`src/hdl/otx_pkg.sv`:
```
package otx_pkg;

    // Frame layout. Each field is placed MSB first, sender at the lowest frame positions.
    localparam int SENDER_BITS  = 7;
    localparam int TARGET_BITS  = 7;
    localparam int PAYLOAD_BITS = 17;
    localparam int FRAME_BITS   = 32;

    // Every data pulse pair covers one frame position.
    localparam int SYM_W = $clog2(2 * FRAME_BITS);
    localparam int POS_W = SYM_W - 1;
    localparam logic [SYM_W-1:0] SYM_LAST = SYM_W'(2 * FRAME_BITS - 1);

    localparam int TICK_W = 16;
    localparam int CFG_IDX_W = 3;

    // Stream payload widths, rounded up to whole bytes.
    localparam int IN_FIELDS_W = SENDER_BITS + TARGET_BITS + PAYLOAD_BITS;
    localparam int IN_DATA_W   = ((IN_FIELDS_W + 7) / 8) * 8;
    localparam int OUT_DATA_W  = 8;

    localparam logic CMD_TICK  = 1'b0;
    localparam logic CMD_START = 1'b1;

    localparam logic [CFG_IDX_W-1:0] REG_PULSE_HIGH   = CFG_IDX_W'(0);
    localparam logic [CFG_IDX_W-1:0] REG_ONE_LOW      = CFG_IDX_W'(1);
    localparam logic [CFG_IDX_W-1:0] REG_ZERO_LOW     = CFG_IDX_W'(2);
    localparam logic [CFG_IDX_W-1:0] REG_LATCH_HIGH   = CFG_IDX_W'(3);
    localparam logic [CFG_IDX_W-1:0] REG_LATCH1_LOW   = CFG_IDX_W'(4);
    localparam logic [CFG_IDX_W-1:0] REG_LATCH2_LOW   = CFG_IDX_W'(5);

    typedef enum logic [7:0] {
        PH_IDLE       = 8'b0000_0001,
        PH_NOISE      = 8'b0000_0010,
        PH_LATCH1_LOW = 8'b0000_0100,
        PH_GAP_HIGH   = 8'b0000_1000,
        PH_LATCH2_LOW = 8'b0001_0000,
        PH_DATA_HIGH  = 8'b0010_0000,
        PH_DATA_LOW   = 8'b0100_0000,
        PH_TRAILER    = 8'b1000_0000
    } t_phase;

    typedef struct packed {
        logic [TICK_W-1:0] pulse_high;
        logic [TICK_W-1:0] one_low;
        logic [TICK_W-1:0] zero_low;
        logic [TICK_W-1:0] latch_high;
        logic [TICK_W-1:0] latch1_low;
        logic [TICK_W-1:0] latch2_low;
    } t_cfg;

    typedef struct packed {
        logic line_level;
        logic busy_res;
        logic frame_done;
    } t_result;

    function automatic logic [FRAME_BITS-1:0] pack_frame(
        input logic [SENDER_BITS-1:0]  sender,
        input logic [TARGET_BITS-1:0]  target,
        input logic [PAYLOAD_BITS-1:0] payload
    );
        logic [FRAME_BITS-1:0] f;
        f = '0;
        for (int i = 0; i < SENDER_BITS; i++) begin
            if (i < FRAME_BITS) begin
                f[i] = sender[SENDER_BITS-1-i];
            end
        end
        for (int i = 0; i < TARGET_BITS; i++) begin
            if (SENDER_BITS + i < FRAME_BITS) begin
                f[SENDER_BITS+i] = target[TARGET_BITS-1-i];
            end
        end
        for (int i = 0; i < PAYLOAD_BITS; i++) begin
            if (SENDER_BITS + TARGET_BITS + i < FRAME_BITS) begin
                f[SENDER_BITS+TARGET_BITS+i] = payload[PAYLOAD_BITS-1-i];
            end
        end
        return f;
    endfunction

endpackage

```
`src/hdl/otx_cfg_regs.sv`:
```
module otx_cfg_regs (
    input  logic                             i_clk,
    input  logic                             i_rst_n,
    input  logic                             i_wr,
    input  logic [otx_pkg::CFG_IDX_W-1:0]    i_index,
    input  logic [otx_pkg::TICK_W-1:0]       i_data,
    output otx_pkg::t_cfg                    o_cfg
);

    otx_pkg::t_cfg r_cfg;

    always_ff @(posedge i_clk) begin
        if (!i_rst_n) begin
            r_cfg.pulse_high <= otx_pkg::TICK_W'(310);
            r_cfg.one_low    <= otx_pkg::TICK_W'(1340);
            r_cfg.zero_low   <= otx_pkg::TICK_W'(310);
            r_cfg.latch_high <= otx_pkg::TICK_W'(275);
            r_cfg.latch1_low <= otx_pkg::TICK_W'(9900);
            r_cfg.latch2_low <= otx_pkg::TICK_W'(2675);
        end else if (i_wr) begin
            unique case (i_index)
                otx_pkg::REG_PULSE_HIGH: r_cfg.pulse_high <= i_data;
                otx_pkg::REG_ONE_LOW:    r_cfg.one_low    <= i_data;
                otx_pkg::REG_ZERO_LOW:   r_cfg.zero_low   <= i_data;
                otx_pkg::REG_LATCH_HIGH: r_cfg.latch_high <= i_data;
                otx_pkg::REG_LATCH1_LOW: r_cfg.latch1_low <= i_data;
                otx_pkg::REG_LATCH2_LOW: r_cfg.latch2_low <= i_data;
                default: ;
            endcase
        end
    end

    assign o_cfg = r_cfg;

endmodule

```
`src/hdl/otx_sequencer.sv`:
```
module otx_sequencer (
    input  logic                              i_clk,
    input  logic                              i_rst_n,
    input  logic                              i_step,
    input  logic                              i_cmd,
    input  logic [otx_pkg::SENDER_BITS-1:0]   i_sender_id,
    input  logic [otx_pkg::TARGET_BITS-1:0]   i_target_id,
    input  logic [otx_pkg::PAYLOAD_BITS-1:0]  i_payload,
    input  otx_pkg::t_cfg                     i_cfg,
    output otx_pkg::t_result                  o_res
);

    otx_pkg::t_phase                      r_phase, n_phase;
    logic [otx_pkg::SYM_W-1:0]            r_sym, n_sym;
    logic [otx_pkg::TICK_W-1:0]           r_tick, n_tick;
    logic                                 r_line, n_line;
    logic [otx_pkg::FRAME_BITS-1:0]       r_frame, n_frame;

    logic [otx_pkg::TICK_W-1:0]           seg_len;
    logic [otx_pkg::TICK_W-1:0]           seg_raw;
    logic                                 pulse_bit;
    logic                                 seg_end;
    logic                                 done;

    // The odd symbol of each pair sends the complement of the frame bit.
    assign pulse_bit = r_frame[r_sym[otx_pkg::SYM_W-1:1]] ^ r_sym[0];

    always_comb begin
        unique case (r_phase)
            otx_pkg::PH_NOISE,
            otx_pkg::PH_GAP_HIGH,
            otx_pkg::PH_TRAILER:    seg_raw = i_cfg.latch_high;
            otx_pkg::PH_LATCH1_LOW: seg_raw = i_cfg.latch1_low;
            otx_pkg::PH_LATCH2_LOW: seg_raw = i_cfg.latch2_low;
            otx_pkg::PH_DATA_HIGH:  seg_raw = i_cfg.pulse_high;
            otx_pkg::PH_DATA_LOW:   seg_raw = pulse_bit ? i_cfg.one_low : i_cfg.zero_low;
            default:                seg_raw = otx_pkg::TICK_W'(1);
        endcase
        // A zero length behaves like a single tick.
        seg_len = (seg_raw == '0) ? otx_pkg::TICK_W'(1) : seg_raw;
    end

    assign seg_end = ({1'b0, r_tick} + 17'd1) >= {1'b0, seg_len};

    always_comb begin
        n_phase = r_phase;
        n_sym   = r_sym;
        n_tick  = r_tick;
        n_line  = r_line;
        n_frame = r_frame;
        done    = 1'b0;
        if (i_step) begin
            if (i_cmd == otx_pkg::CMD_START) begin
                if (r_phase == otx_pkg::PH_IDLE) begin
                    n_frame = otx_pkg::pack_frame(i_sender_id, i_target_id, i_payload);
                    n_sym   = '0;
                    n_tick  = '0;
                    n_phase = otx_pkg::PH_NOISE;
                    n_line  = 1'b1;
                end
            end else if (r_phase != otx_pkg::PH_IDLE) begin
                if (seg_end) begin
                    n_tick = '0;
                    unique case (r_phase)
                        otx_pkg::PH_NOISE: begin
                            n_phase = otx_pkg::PH_LATCH1_LOW;
                            n_line  = 1'b0;
                        end
                        otx_pkg::PH_LATCH1_LOW: begin
                            n_phase = otx_pkg::PH_GAP_HIGH;
                            n_line  = 1'b1;
                        end
                        otx_pkg::PH_GAP_HIGH: begin
                            n_phase = otx_pkg::PH_LATCH2_LOW;
                            n_line  = 1'b0;
                        end
                        otx_pkg::PH_LATCH2_LOW: begin
                            n_phase = otx_pkg::PH_DATA_HIGH;
                            n_sym   = '0;
                            n_line  = 1'b1;
                        end
                        otx_pkg::PH_DATA_HIGH: begin
                            n_phase = otx_pkg::PH_DATA_LOW;
                            n_line  = 1'b0;
                        end
                        otx_pkg::PH_DATA_LOW: begin
                            if (r_sym == otx_pkg::SYM_LAST) begin
                                n_phase = otx_pkg::PH_TRAILER;
                                n_sym   = '0;
                            end else begin
                                n_phase = otx_pkg::PH_DATA_HIGH;
                                n_sym   = r_sym + 1'b1;
                            end
                            n_line = 1'b1;
                        end
                        default: begin
                            n_phase = otx_pkg::PH_IDLE;
                            n_line  = 1'b0;
                            done    = 1'b1;
                        end
                    endcase
                end else begin
                    n_tick = r_tick + 1'b1;
                end
            end
        end
    end

    always_ff @(posedge i_clk) begin
        if (!i_rst_n) begin
            r_phase <= otx_pkg::PH_IDLE;
            r_sym   <= '0;
            r_tick  <= '0;
            r_line  <= 1'b0;
            r_frame <= '0;
        end else begin
            r_phase <= n_phase;
            r_sym   <= n_sym;
            r_tick  <= n_tick;
            r_line  <= n_line;
            r_frame <= n_frame;
        end
    end

    assign o_res.line_level = n_line;
    assign o_res.busy_res   = (n_phase != otx_pkg::PH_IDLE);
    assign o_res.frame_done = done;

    a_idle_line_low: assert property (@(posedge i_clk) disable iff (!i_rst_n)
        (r_phase == otx_pkg::PH_IDLE) |-> !r_line)
        else $error("line is high while the transmitter is idle");

    a_idle_tick_clear: assert property (@(posedge i_clk) disable iff (!i_rst_n)
        (r_phase == otx_pkg::PH_IDLE) |-> (r_tick == '0))
        else $error("tick counter not cleared while idle");

    a_sym_range: assert property (@(posedge i_clk) disable iff (!i_rst_n)
        r_sym <= otx_pkg::SYM_LAST)
        else $error("symbol index ran past the last data pulse");

    a_done_to_idle: assert property (@(posedge i_clk) disable iff (!i_rst_n)
        (i_step && done) |=> (r_phase == otx_pkg::PH_IDLE))
        else $error("frame done reported without returning to idle");

endmodule

```
`src/hdl/ook_pulse_frame_transmitter.sv`:
```
// Channel   Direction  Handshake                    Payload
// s stream  in         i_s_tvalid / o_s_tready      tdata: sender, target, payload; tuser: cmd
// m stream  out        o_m_tvalid / i_m_tready      tdata: line_level, busy_res; tlast: done
// cfg write in         i_cfg_valid / o_cfg_ready    i_cfg_index, i_cfg_data
//
// Every accepted input transaction yields exactly one output transaction, which is
// registered and valid from the cycle after acceptance; a new item can be taken every
// cycle while the output register is not stalled. The rate is set by the single tick
// counter compare and the phase update, both of which are combinational.
// Reset is synchronous and active low; it restores the timing registers and
// returns the line to idle low. The input side stalls only while the output
// register holds a result that the downstream side has not taken.
module ook_pulse_frame_transmitter (
    input  logic                              i_clk,
    input  logic                              i_rst_n,

    input  logic                              i_s_tvalid,
    output logic                              o_s_tready,
    // Bits from lowest: sender_id [6:0], target_id [13:7], payload [30:14], zero pad.
    input  logic [otx_pkg::IN_DATA_W-1:0]     i_s_tdata,
    // Bit 0: cmd (0 = tick, 1 = start a frame).
    input  logic                              i_s_tuser,

    output logic                              o_m_tvalid,
    input  logic                              i_m_tready,
    // Bits from lowest: line_level, busy_res, zero pad.
    output logic [otx_pkg::OUT_DATA_W-1:0]    o_m_tdata,
    output logic                              o_m_tlast,

    input  logic                              i_cfg_valid,
    output logic                              o_cfg_ready,
    input  logic [otx_pkg::CFG_IDX_W-1:0]     i_cfg_index,
    input  logic [otx_pkg::TICK_W-1:0]        i_cfg_data
);

    localparam int TGT_LO = otx_pkg::SENDER_BITS;
    localparam int PAY_LO = otx_pkg::SENDER_BITS + otx_pkg::TARGET_BITS;

    otx_pkg::t_cfg    cfg;
    otx_pkg::t_result step_res;
    otx_pkg::t_result r_res;
    logic             r_out_valid;
    logic             s_accept;

    // Always ready; the user issues writes only while idle; the block does not enforce it.
    assign o_cfg_ready = 1'b1;

    otx_cfg_regs u_cfg (
        .i_clk   (i_clk),
        .i_rst_n (i_rst_n),
        .i_wr    (i_cfg_valid),
        .i_index (i_cfg_index),
        .i_data  (i_cfg_data),
        .o_cfg   (cfg)
    );

    // The output register frees up in the same cycle that its transaction completes,
    // so back to back items flow without a bubble.
    assign o_s_tready = !r_out_valid || i_m_tready;
    assign s_accept   = i_s_tvalid && o_s_tready;

    otx_sequencer u_seq (
        .i_clk       (i_clk),
        .i_rst_n     (i_rst_n),
        .i_step      (s_accept),
        .i_cmd       (i_s_tuser),
        .i_sender_id (i_s_tdata[otx_pkg::SENDER_BITS-1:0]),
        .i_target_id (i_s_tdata[TGT_LO +: otx_pkg::TARGET_BITS]),
        .i_payload   (i_s_tdata[PAY_LO +: otx_pkg::PAYLOAD_BITS]),
        .i_cfg       (cfg),
        .o_res       (step_res)
    );

    always_ff @(posedge i_clk) begin
        if (!i_rst_n) begin
            r_out_valid <= 1'b0;
        end else if (s_accept) begin
            r_out_valid <= 1'b1;
        end else if (i_m_tready) begin
            r_out_valid <= 1'b0;
        end
    end

    // Result payload carries no reset; it is qualified by the valid flag.
    always_ff @(posedge i_clk) begin
        if (s_accept) begin
            r_res <= step_res;
        end
    end

    assign o_m_tvalid = r_out_valid;
    assign o_m_tdata  = {{(otx_pkg::OUT_DATA_W-2){1'b0}}, r_res.busy_res, r_res.line_level};
    assign o_m_tlast  = r_res.frame_done;

endmodule

```
`config.mk`:
```
export PLATFORM = sky130hd
export DESIGN_NAME = ook_pulse_frame_transmitter
export DESIGN_NICKNAME = d
export VERILOG_FILES = /design/src/hdl/otx_pkg.sv /design/src/hdl/otx_cfg_regs.sv /design/src/hdl/otx_sequencer.sv /design/src/hdl/ook_pulse_frame_transmitter.sv
export SDC_FILE = /design/constraint.sdc
export NUM_CORES = 1
export LEC_CHECK = 0
export BUFFER_PORTS_ARGS = -buffer_cell sky130_fd_sc_hd__buf_2
export CORE_MARGIN = 4
export CORE_UTILIZATION = 40
export CTS_CLUSTER_SIZE = 14
export DETAILED_ROUTE_END_ITERATION = 8
export PLACE_DENSITY_LB_ADDON = 0.1
export SLEW_MARGIN = 20
export SYNTH_ARGS = -nofsm -noshare
export SYNTH_HDL_FRONTEND = slang
export SYNTH_SLANG_ARGS = --single-unit
```
`constraint.sdc`:
```
create_clock -name i_clk -period 11.4 [get_ports i_clk]
set_input_delay 2.28 -clock i_clk [delete_from_list [all_inputs] [get_ports i_clk]]
set_output_delay 2.28 -clock i_clk [all_outputs]
set_load 0.01 [all_outputs]
```
==> reports/qor.csv, run 1 <==
metric,value,unit
status,completed,
powerDensity,144.4,nW/um^2
core,18830,sq um
routed_wl,21610,um
multi_input_area,4188,sq um
swShare,0.2674,
post-route-period-util,0.5119,
r2r_slack,5560,ps
post_cts_buffers,0,
holdBufCountCts,0,
ant_nets,0,
rsz0062_at_grt,false,
tightest_slew,1135,ps
irDropWorstVdd,104.5,uV
synth-seq-area-share,0.4245,
avgRoutedWirePerCell,16.56,um
leakage,3.423,nW
synth_largest_area_cell,dfxtp_1,
fillers,1946,
cts.repair.resized,0,
synthFlopType,dfxtp_1,
power,0.001268,W
num_vias,7010,
r2r-end,o_m_tdata[1]$_DFFE_PP_,
maxSlewViolCount,0,
cts_buffers,17,
firstDrtPassIters,5,
layout-drive-gt1-share,0.1206,
grt_overflow_total,0,
cts_tree,built,
synth_cells,1002,
cts-root-buf,clkbuf_16,
fin_nets,1107,
grt_pass1_vias,6470,
fin_setup_tns,0,ps
seqPwrFrac,0.469,
antenna_found_initial,0,
die_h,146.8,um
grt.total_usage,0.2018,
critPathMaxFanout,17,
synth_edf_count,3,
holdPathEnd,u_cfg.o_cfg[54]$_SDFFE_PN0P_,
synth_cell_types,59,
die_x,146.8,um
syn_avg_cell_area,7.695,sq um
end_kind,register,
syn_to_final_growth,13.89,%
drt_iter0_drc,478,
cts.clk_slew.worst_paths,70,ps
yosys-top-cells-count,"nand2_1 (316), dfxtp_1 (159), a21oi_1 (129), nand3_1 (61), clkbuf_1 (52)",
cts_htree_levels,4,
cpMaxStageDelayCell,dfxtp_1,
synth_seq_cells,162,
ios,69,
holdPathStages,2,
drc,0,
yosys-top-cells-area,"dfxtp_1 (41%), nand2_1 (15%), a21oi_1 (8.4%), nand3_1 (4.0%), ha_1 (2.9%)",
worstPathCellList,"mux2i_1, a22oi_1, and3_1, o31a_2, nor2_2, mux2_2, a2111oi_2, nand4_1, o31ai_1, ha_1, nor2b_1, o21bai_1, a21o_1, a21o_1, a31oi_1, o21ai_1, mux2i_1, o211ai_1",
port_buffers,60,
worst_setup_path_start_kind,register,
num_antenna_cells,0,
critPathKind,register to register,
clock_latency,440,ps
hold_violations,0,
rows,50,
synth_top_cell_area_share,0.4129,
cp_slowest_stage_delay,840,ps
finalSetupViolCount,0,
grt_pass1_wl,35110,um
netlist_area,7710,sq um
dpl.hpwl,14090,um
reg2reg_depth,18,
grt_max_degree,62,
r2r-start,u_seq.r_sym[3]$_SDFFE_PN0P_,
layout.area.seq,3273,sq um
maxSlewHeadroom,0.2424,
drv_cap,0,
cts_sinks,162,
gp_congestion,0.7841,
vias_per_cell,5.372,
hp-start,u_cfg.o_cfg[54]$_SDFFE_PN0P_,
arrival,6010,ps
comb_power_share,0.082,
async_reset_ff_frac,0,
fin_crit,5836,ps
yosysMostFrequentCell,nand2_1,
internal_power,0.0009288,W
design.die.area,21560,sq um
yosysWarnings,0,
hold_path_class,register to register,
clock.fmax,0.1713,GHz
skew,14.01,ps
p_clk_frac,0.449,
power.switching,0.0003390,W
start_util,0.4094,
critPathRequiredTime,11570,ps
clock_path_buffers,2,
## routing by layer
metal  up-vias  track usage  wire length [um]  part of all wire
met5         -            0                 0                 0
li1       3510            -                 -                 -
met3        24      0.04072              1255             0.058
met4         0      0.05409               290             0.013
met2       179       0.2927              9233              0.43
met1      3297       0.3042             10830              0.50
## worst max-delay path by stage
stage                                startpoint  slack, ps                            end
floorplan           u_seq.r_sym[1]$_SDFFE_PN0P_       6570  u_seq.r_tick[12]$_SDFFE_PN0P_
global placement    u_seq.r_sym[3]$_SDFFE_PN0P_       5520         o_m_tdata[1]$_DFFE_PP_
detailed placement  u_seq.r_sym[3]$_SDFFE_PN0P_       5560         o_m_tdata[1]$_DFFE_PP_
CTS                 u_seq.r_sym[3]$_SDFFE_PN0P_       5570         o_m_tdata[1]$_DFFE_PP_
global route        u_seq.r_sym[3]$_SDFFE_PN0P_       5120         o_m_tdata[1]$_DFFE_PP_
finish              u_seq.r_sym[3]$_SDFFE_PN0P_       5560         o_m_tdata[1]$_DFFE_PP_
## per-stage QoR
stage | setup WS (ps) | hold slack [ps] | area [sq um] | utilization | instances
finish | 5564 | 449.6 | 8781 | 0.4663 | 1305
global route | 5123 | 473.1 | 8781 | 0.4663 | 1305
CTS | 5573 | 452.5 | 8781 | 0.4663 | 1305
detailed placement | 5563 | 443.2 | 8204 | 0.4357 | 1273
global placement | 5517 | 439.9 | 8204 | 0.4357 | 1273
floorplan | 6570 | 432.2 | 7729 | - | 1007
## logic make-up (layout without fill, tap and decap cells)
group	count (synthesis)	in the layout	share of synthesized area
simple gates	491	491	0.2730
compound gates	207	207	0.1657
flops	162	162	0.4245
buf+inv	74	112	0.04252
mux	27	27	0.04025
xor+xnor	21	21	0.02386
fa+ha+maj	18	18	0.02921
other cells	2	7	0.0009741
## placed cells by master (no fill, tap or decap), types with 4 or more instances in the layout
cell type and count:
xor2_1 7, nor3_2 4, nand2_1 316, clkbuf_16 17, mux2_1 7, nand4_1 9
o211ai_1 5, mux2i_1 13, a21oi_1 129, inv_6 5, a311oi_1 5, nor2b_1 8
nand3_1 61, and3_1 6, xnor2_1 14, a222oi_1 16, o21ai_0 13, buf_4 11
a21o_1 7, nor2_1 48, inv_1 7, dfxtp_1 159, buf_2 60, conb_1 7
nor3_1 9, a22oi_1 7, nand3b_1 4, mux2_2 5, ha_1 18, nand2b_1 6
## state kept, by name, summed over array words and instances, names as in the netlist
register and count:
u_seq.r_frame 31, u_cfg.o_cfg 96, o_m_tdata 2, o_m_tlast 1, u_seq.r_phase 8, o_m_tvalid 1, u_seq.r_tick 16, u_seq.r_line 1
u_seq.r_sym 6
## worst max-delay path: cells and delay by family, from the launching register on
kind / cells / cell delay (ps)
AO/OA/AOI/OAI: 10 / 2320
adder cells (fa/ha/maj): 1 / 180
flip-flops: 1 / 840
multiplexers: 3 / 1180
AND/OR/NAND/NOR: 4 / 1030
## power groups by stage
stage	logic [W]	clock network (W)	registers (W)
floorplan	0.0000682	0	0.000605
global placement	0.000104	0	0.000608
detailed placement	0.000105	0	0.000608
CTS	0.000105	0.000580	0.000595
global route	0.000118	0.000604	0.000597
finish	0.000104	0.000569	0.000595
## final cells by class
type / count / area share
clock inverters: 14 / 0.01681
multi-input cells: 771 / 0.4769
clock buffers: 18 / 0.04887
well taps: 260 / 0.03705
inverters: 9 / 0.003990
flip-flops and latches: 162 / 0.3728
repair buffers: 71 / 0.04360
No activity file was read; power rests on OpenSTA's default activity.
==> run 2, diff against run 1 <==
- clock period: 11.4 -> 4.8 ns (I/O delays scaled with it)
==> run 2 against run 1 <==
  * Global-route usage up 0.29 points
  * Cell count up 3.9%
  * Critical path depth up 3
  * Design area up 6.7%
  * Combinational power rose to 2.8 times the previous value
  * Sequential share of layout area down 2.3 points
  * Worst setup slack worse by 5400 ps
  * Core utilization up 3.1 points
  * Clock skew down 4.3 ps
  * First-iteration DRC count down 2.1%
==> reports/qor.csv, run 2 (synthesis results as in run 1) <==
metric,value,unit,change
rows,50,,unchanged
drv_cap,0,,unchanged
maxSlewHeadroom,0.3461,,+0.1037
comb_power_share,0.094,,+0.012
routed_wl,22110,um,+2.4%
syn_to_final_growth,21.54,%,
mostFrequentLayoutCell,nand2_1,,
cts_sinks,162,,unchanged
fillers,1895,,-2.6%
vias_per_cell,5.283,,-1.6%
avgRoutedWirePerCell,16.31,um,-1.5%
cts_htree_levels,4,,unchanged
die_h,146.8,um,unchanged
tightest_slew,979.8,ps,-155.4 ps
design.die.area,21560,sq um,unchanged
num_vias,7164,,+2.2%
num_antenna_cells,0,,unchanged
fin_ws,124.3,ps,-5439 ps
grt_overflow_total,0,,unchanged
use_met3,0.03393,,-0.006786
clock.fmax,0.2139,GHz,+25%
leakage,3.726,nW,+8.9%
largest_reg_flops,96,,unchanged
critPathMaxFanout,5,,-12
port_buffers,60,,unchanged
clock_latency,430,ps,about the same
firstDrtPassIters,7,,+2
arrival,4840,ps,-1170 ps
critPathRequiredTime,4960,ps,-6610 ps
use_met1,0.3075,,+0.003293
finalSetupViolCount,0,,unchanged
whs,451.7,ps,+2.133 ps
fin_nets,1160,,+4.8%
ant_nets,0,,unchanged
cts_tree,built,,
start_util,0.4094,,unchanged
worst_setup_path_start_kind,register,,
seqPwrFrac,0.455,,-0.014
hold_violations,0,,unchanged
grt_max_degree,60,,-3.2%
grt_util_met2,0.3070,,+0.01429
cts-root-buf,clkbuf_16,,
internal_power,0.002335,W,+150%
drc,0,,unchanged
cts_buffers,17,,unchanged
layout-drive-gt1-share,0.1834,,+0.06282
die_x,146.8,um,unchanged
irDropWorstVdd,241.2,uV,+130%
end_kind,register,,
layout_common_cells,"nand2_1 (316), dfxtp_1 (157), a21oi_1 (122)",,
place_ws,-220.5,ps,-5783 ps
cts.clk_slew.worst_paths,60,ps,about the same
gp_congestion,0.8221,,+4.8%
hold_path_class,register to register,,
rsz0062_at_grt,true,,
fin_crit,4676,ps,-1161 ps
post-route-period-util,0.9741,,+0.4622
grt_pass1_wl,35470,um,+1.0%
skew,9.741,ps,-4.268 ps
dpl.hpwl,14660,um,+4.0%
maxSlewViolCount,0,,unchanged
power.switching,0.0007638,W,+130%
grt_pass1_vias,6666,,+3.0%
clock_path_buffers,2,,unchanged
antenna_found_initial,0,,unchanged
grt.total_usage,0.2048,,+0.002917
drt_iter0_drc,468,,-2.1%
ios,69,,unchanged
critPathKind,register to register,,
swShare,0.2465,,-0.02088
p_clk_frac,0.450,,about the same
gr-max-usage-layer,met1,,
core,18830,sq um,unchanged
powerDensity,330.7,nW/um^2,+130%
status,completed,,
==> run 2: final timing paths <==
path | from | endpoint | slack [ps] | depth (start not counted)
worst max-delay path | u_seq.r_sym[1]$_SDFFE_PN0P_ | o_m_tdata[1]$_DFFE_PP_ | 120 | 21
worst min-delay path | u_cfg.o_cfg[54]$_SDFFE_PN0P_ | u_cfg.o_cfg[54]$_SDFFE_PN0P_ | 450 | 2
worst max register to register | u_seq.r_sym[1]$_SDFFE_PN0P_ | o_m_tdata[1]$_DFFE_PP_ | 120 | 21
worst min register to register | u_cfg.o_cfg[54]$_SDFFE_PN0P_ | u_cfg.o_cfg[54]$_SDFFE_PN0P_ | 450 | 2
==> run 2: power groups by stage <==
stage	registers (W)	logic, W	clock network (W)
floorplan	0.00144	0.000163	0
global placement	0.00144	0.000269	0
detailed placement	0.00144	0.000271	0
CTS	0.00141	0.000274	0.00142
global route	0.00142	0.000325	0.00148
finish	0.00141	0.000293	0.00139
==> run 2: repair_timing <==
item,4_1_cts,5_1_grt
hold buffers,0,0
pin swaps,0,17
gates resized for setup,5,32
setup buffers,0,4
endpoints found under the setup margin,27,32
==> run 2: cell type report <==
class | count | area, sq um | area share
Clock buffer | 19 | 442.9 | 0.04727
Timing Repair Buffer | 124 | 808.3 | 0.08626
Multi-Input combinational cell | 771 | 4327 | 0.4617
Inverter | 9 | 35.03 | 0.003739
Tap cell | 260 | 325.3 | 0.03472
Clock inverter | 11 | 153.9 | 0.01642
Sequential cell | 162 | 3278 | 0.3498
==> run 2: layer usage <==
metal | wire [um] | part of all wire | up-vias
met1 | 10970 | 0.50 | 3367
met4 | 212 | 0.0096 | 0
li1 | - | - | 3616
met3 | 1085 | 0.049 | 15
met2 | 9847 | 0.45 | 166
met5 | 0 | 0 | -
==> run 2: worst max-delay path: stages (launching register included) <==
cell	delay, ps
dfxtp_4	380
mux4_2	520
o21bai_1	180
o22ai_2	130
o31a_2	400
nor2_4	190
buf_6	120
buf_4	110
mux2_2	340
a221oi_2	250
o31ai_2	110
ha_2	180
nor2b_1	120
o21bai_1	80
a21o_1	170
a21o_1	180
a31oi_4	270
buf_6	150
nor2_4	30
nor2_1	210
and3_1	190
o211ai_1	90
==> run 2: per-stage QoR <==
step                total power, W  instances    util  instance area, sq um  setup TNS [ps]
detailed placement        0.001712       1322  0.4552                  8571           -2382
finish                    0.003098       1356  0.4976                  9370               0
global route              0.003220       1356  0.4976                  9370           -1470
floorplan                 0.001601       1007       -                  7735               0
CTS                       0.003105       1352  0.4879                  9188               0
global placement          0.001711       1322  0.4552                  8571          -987.3
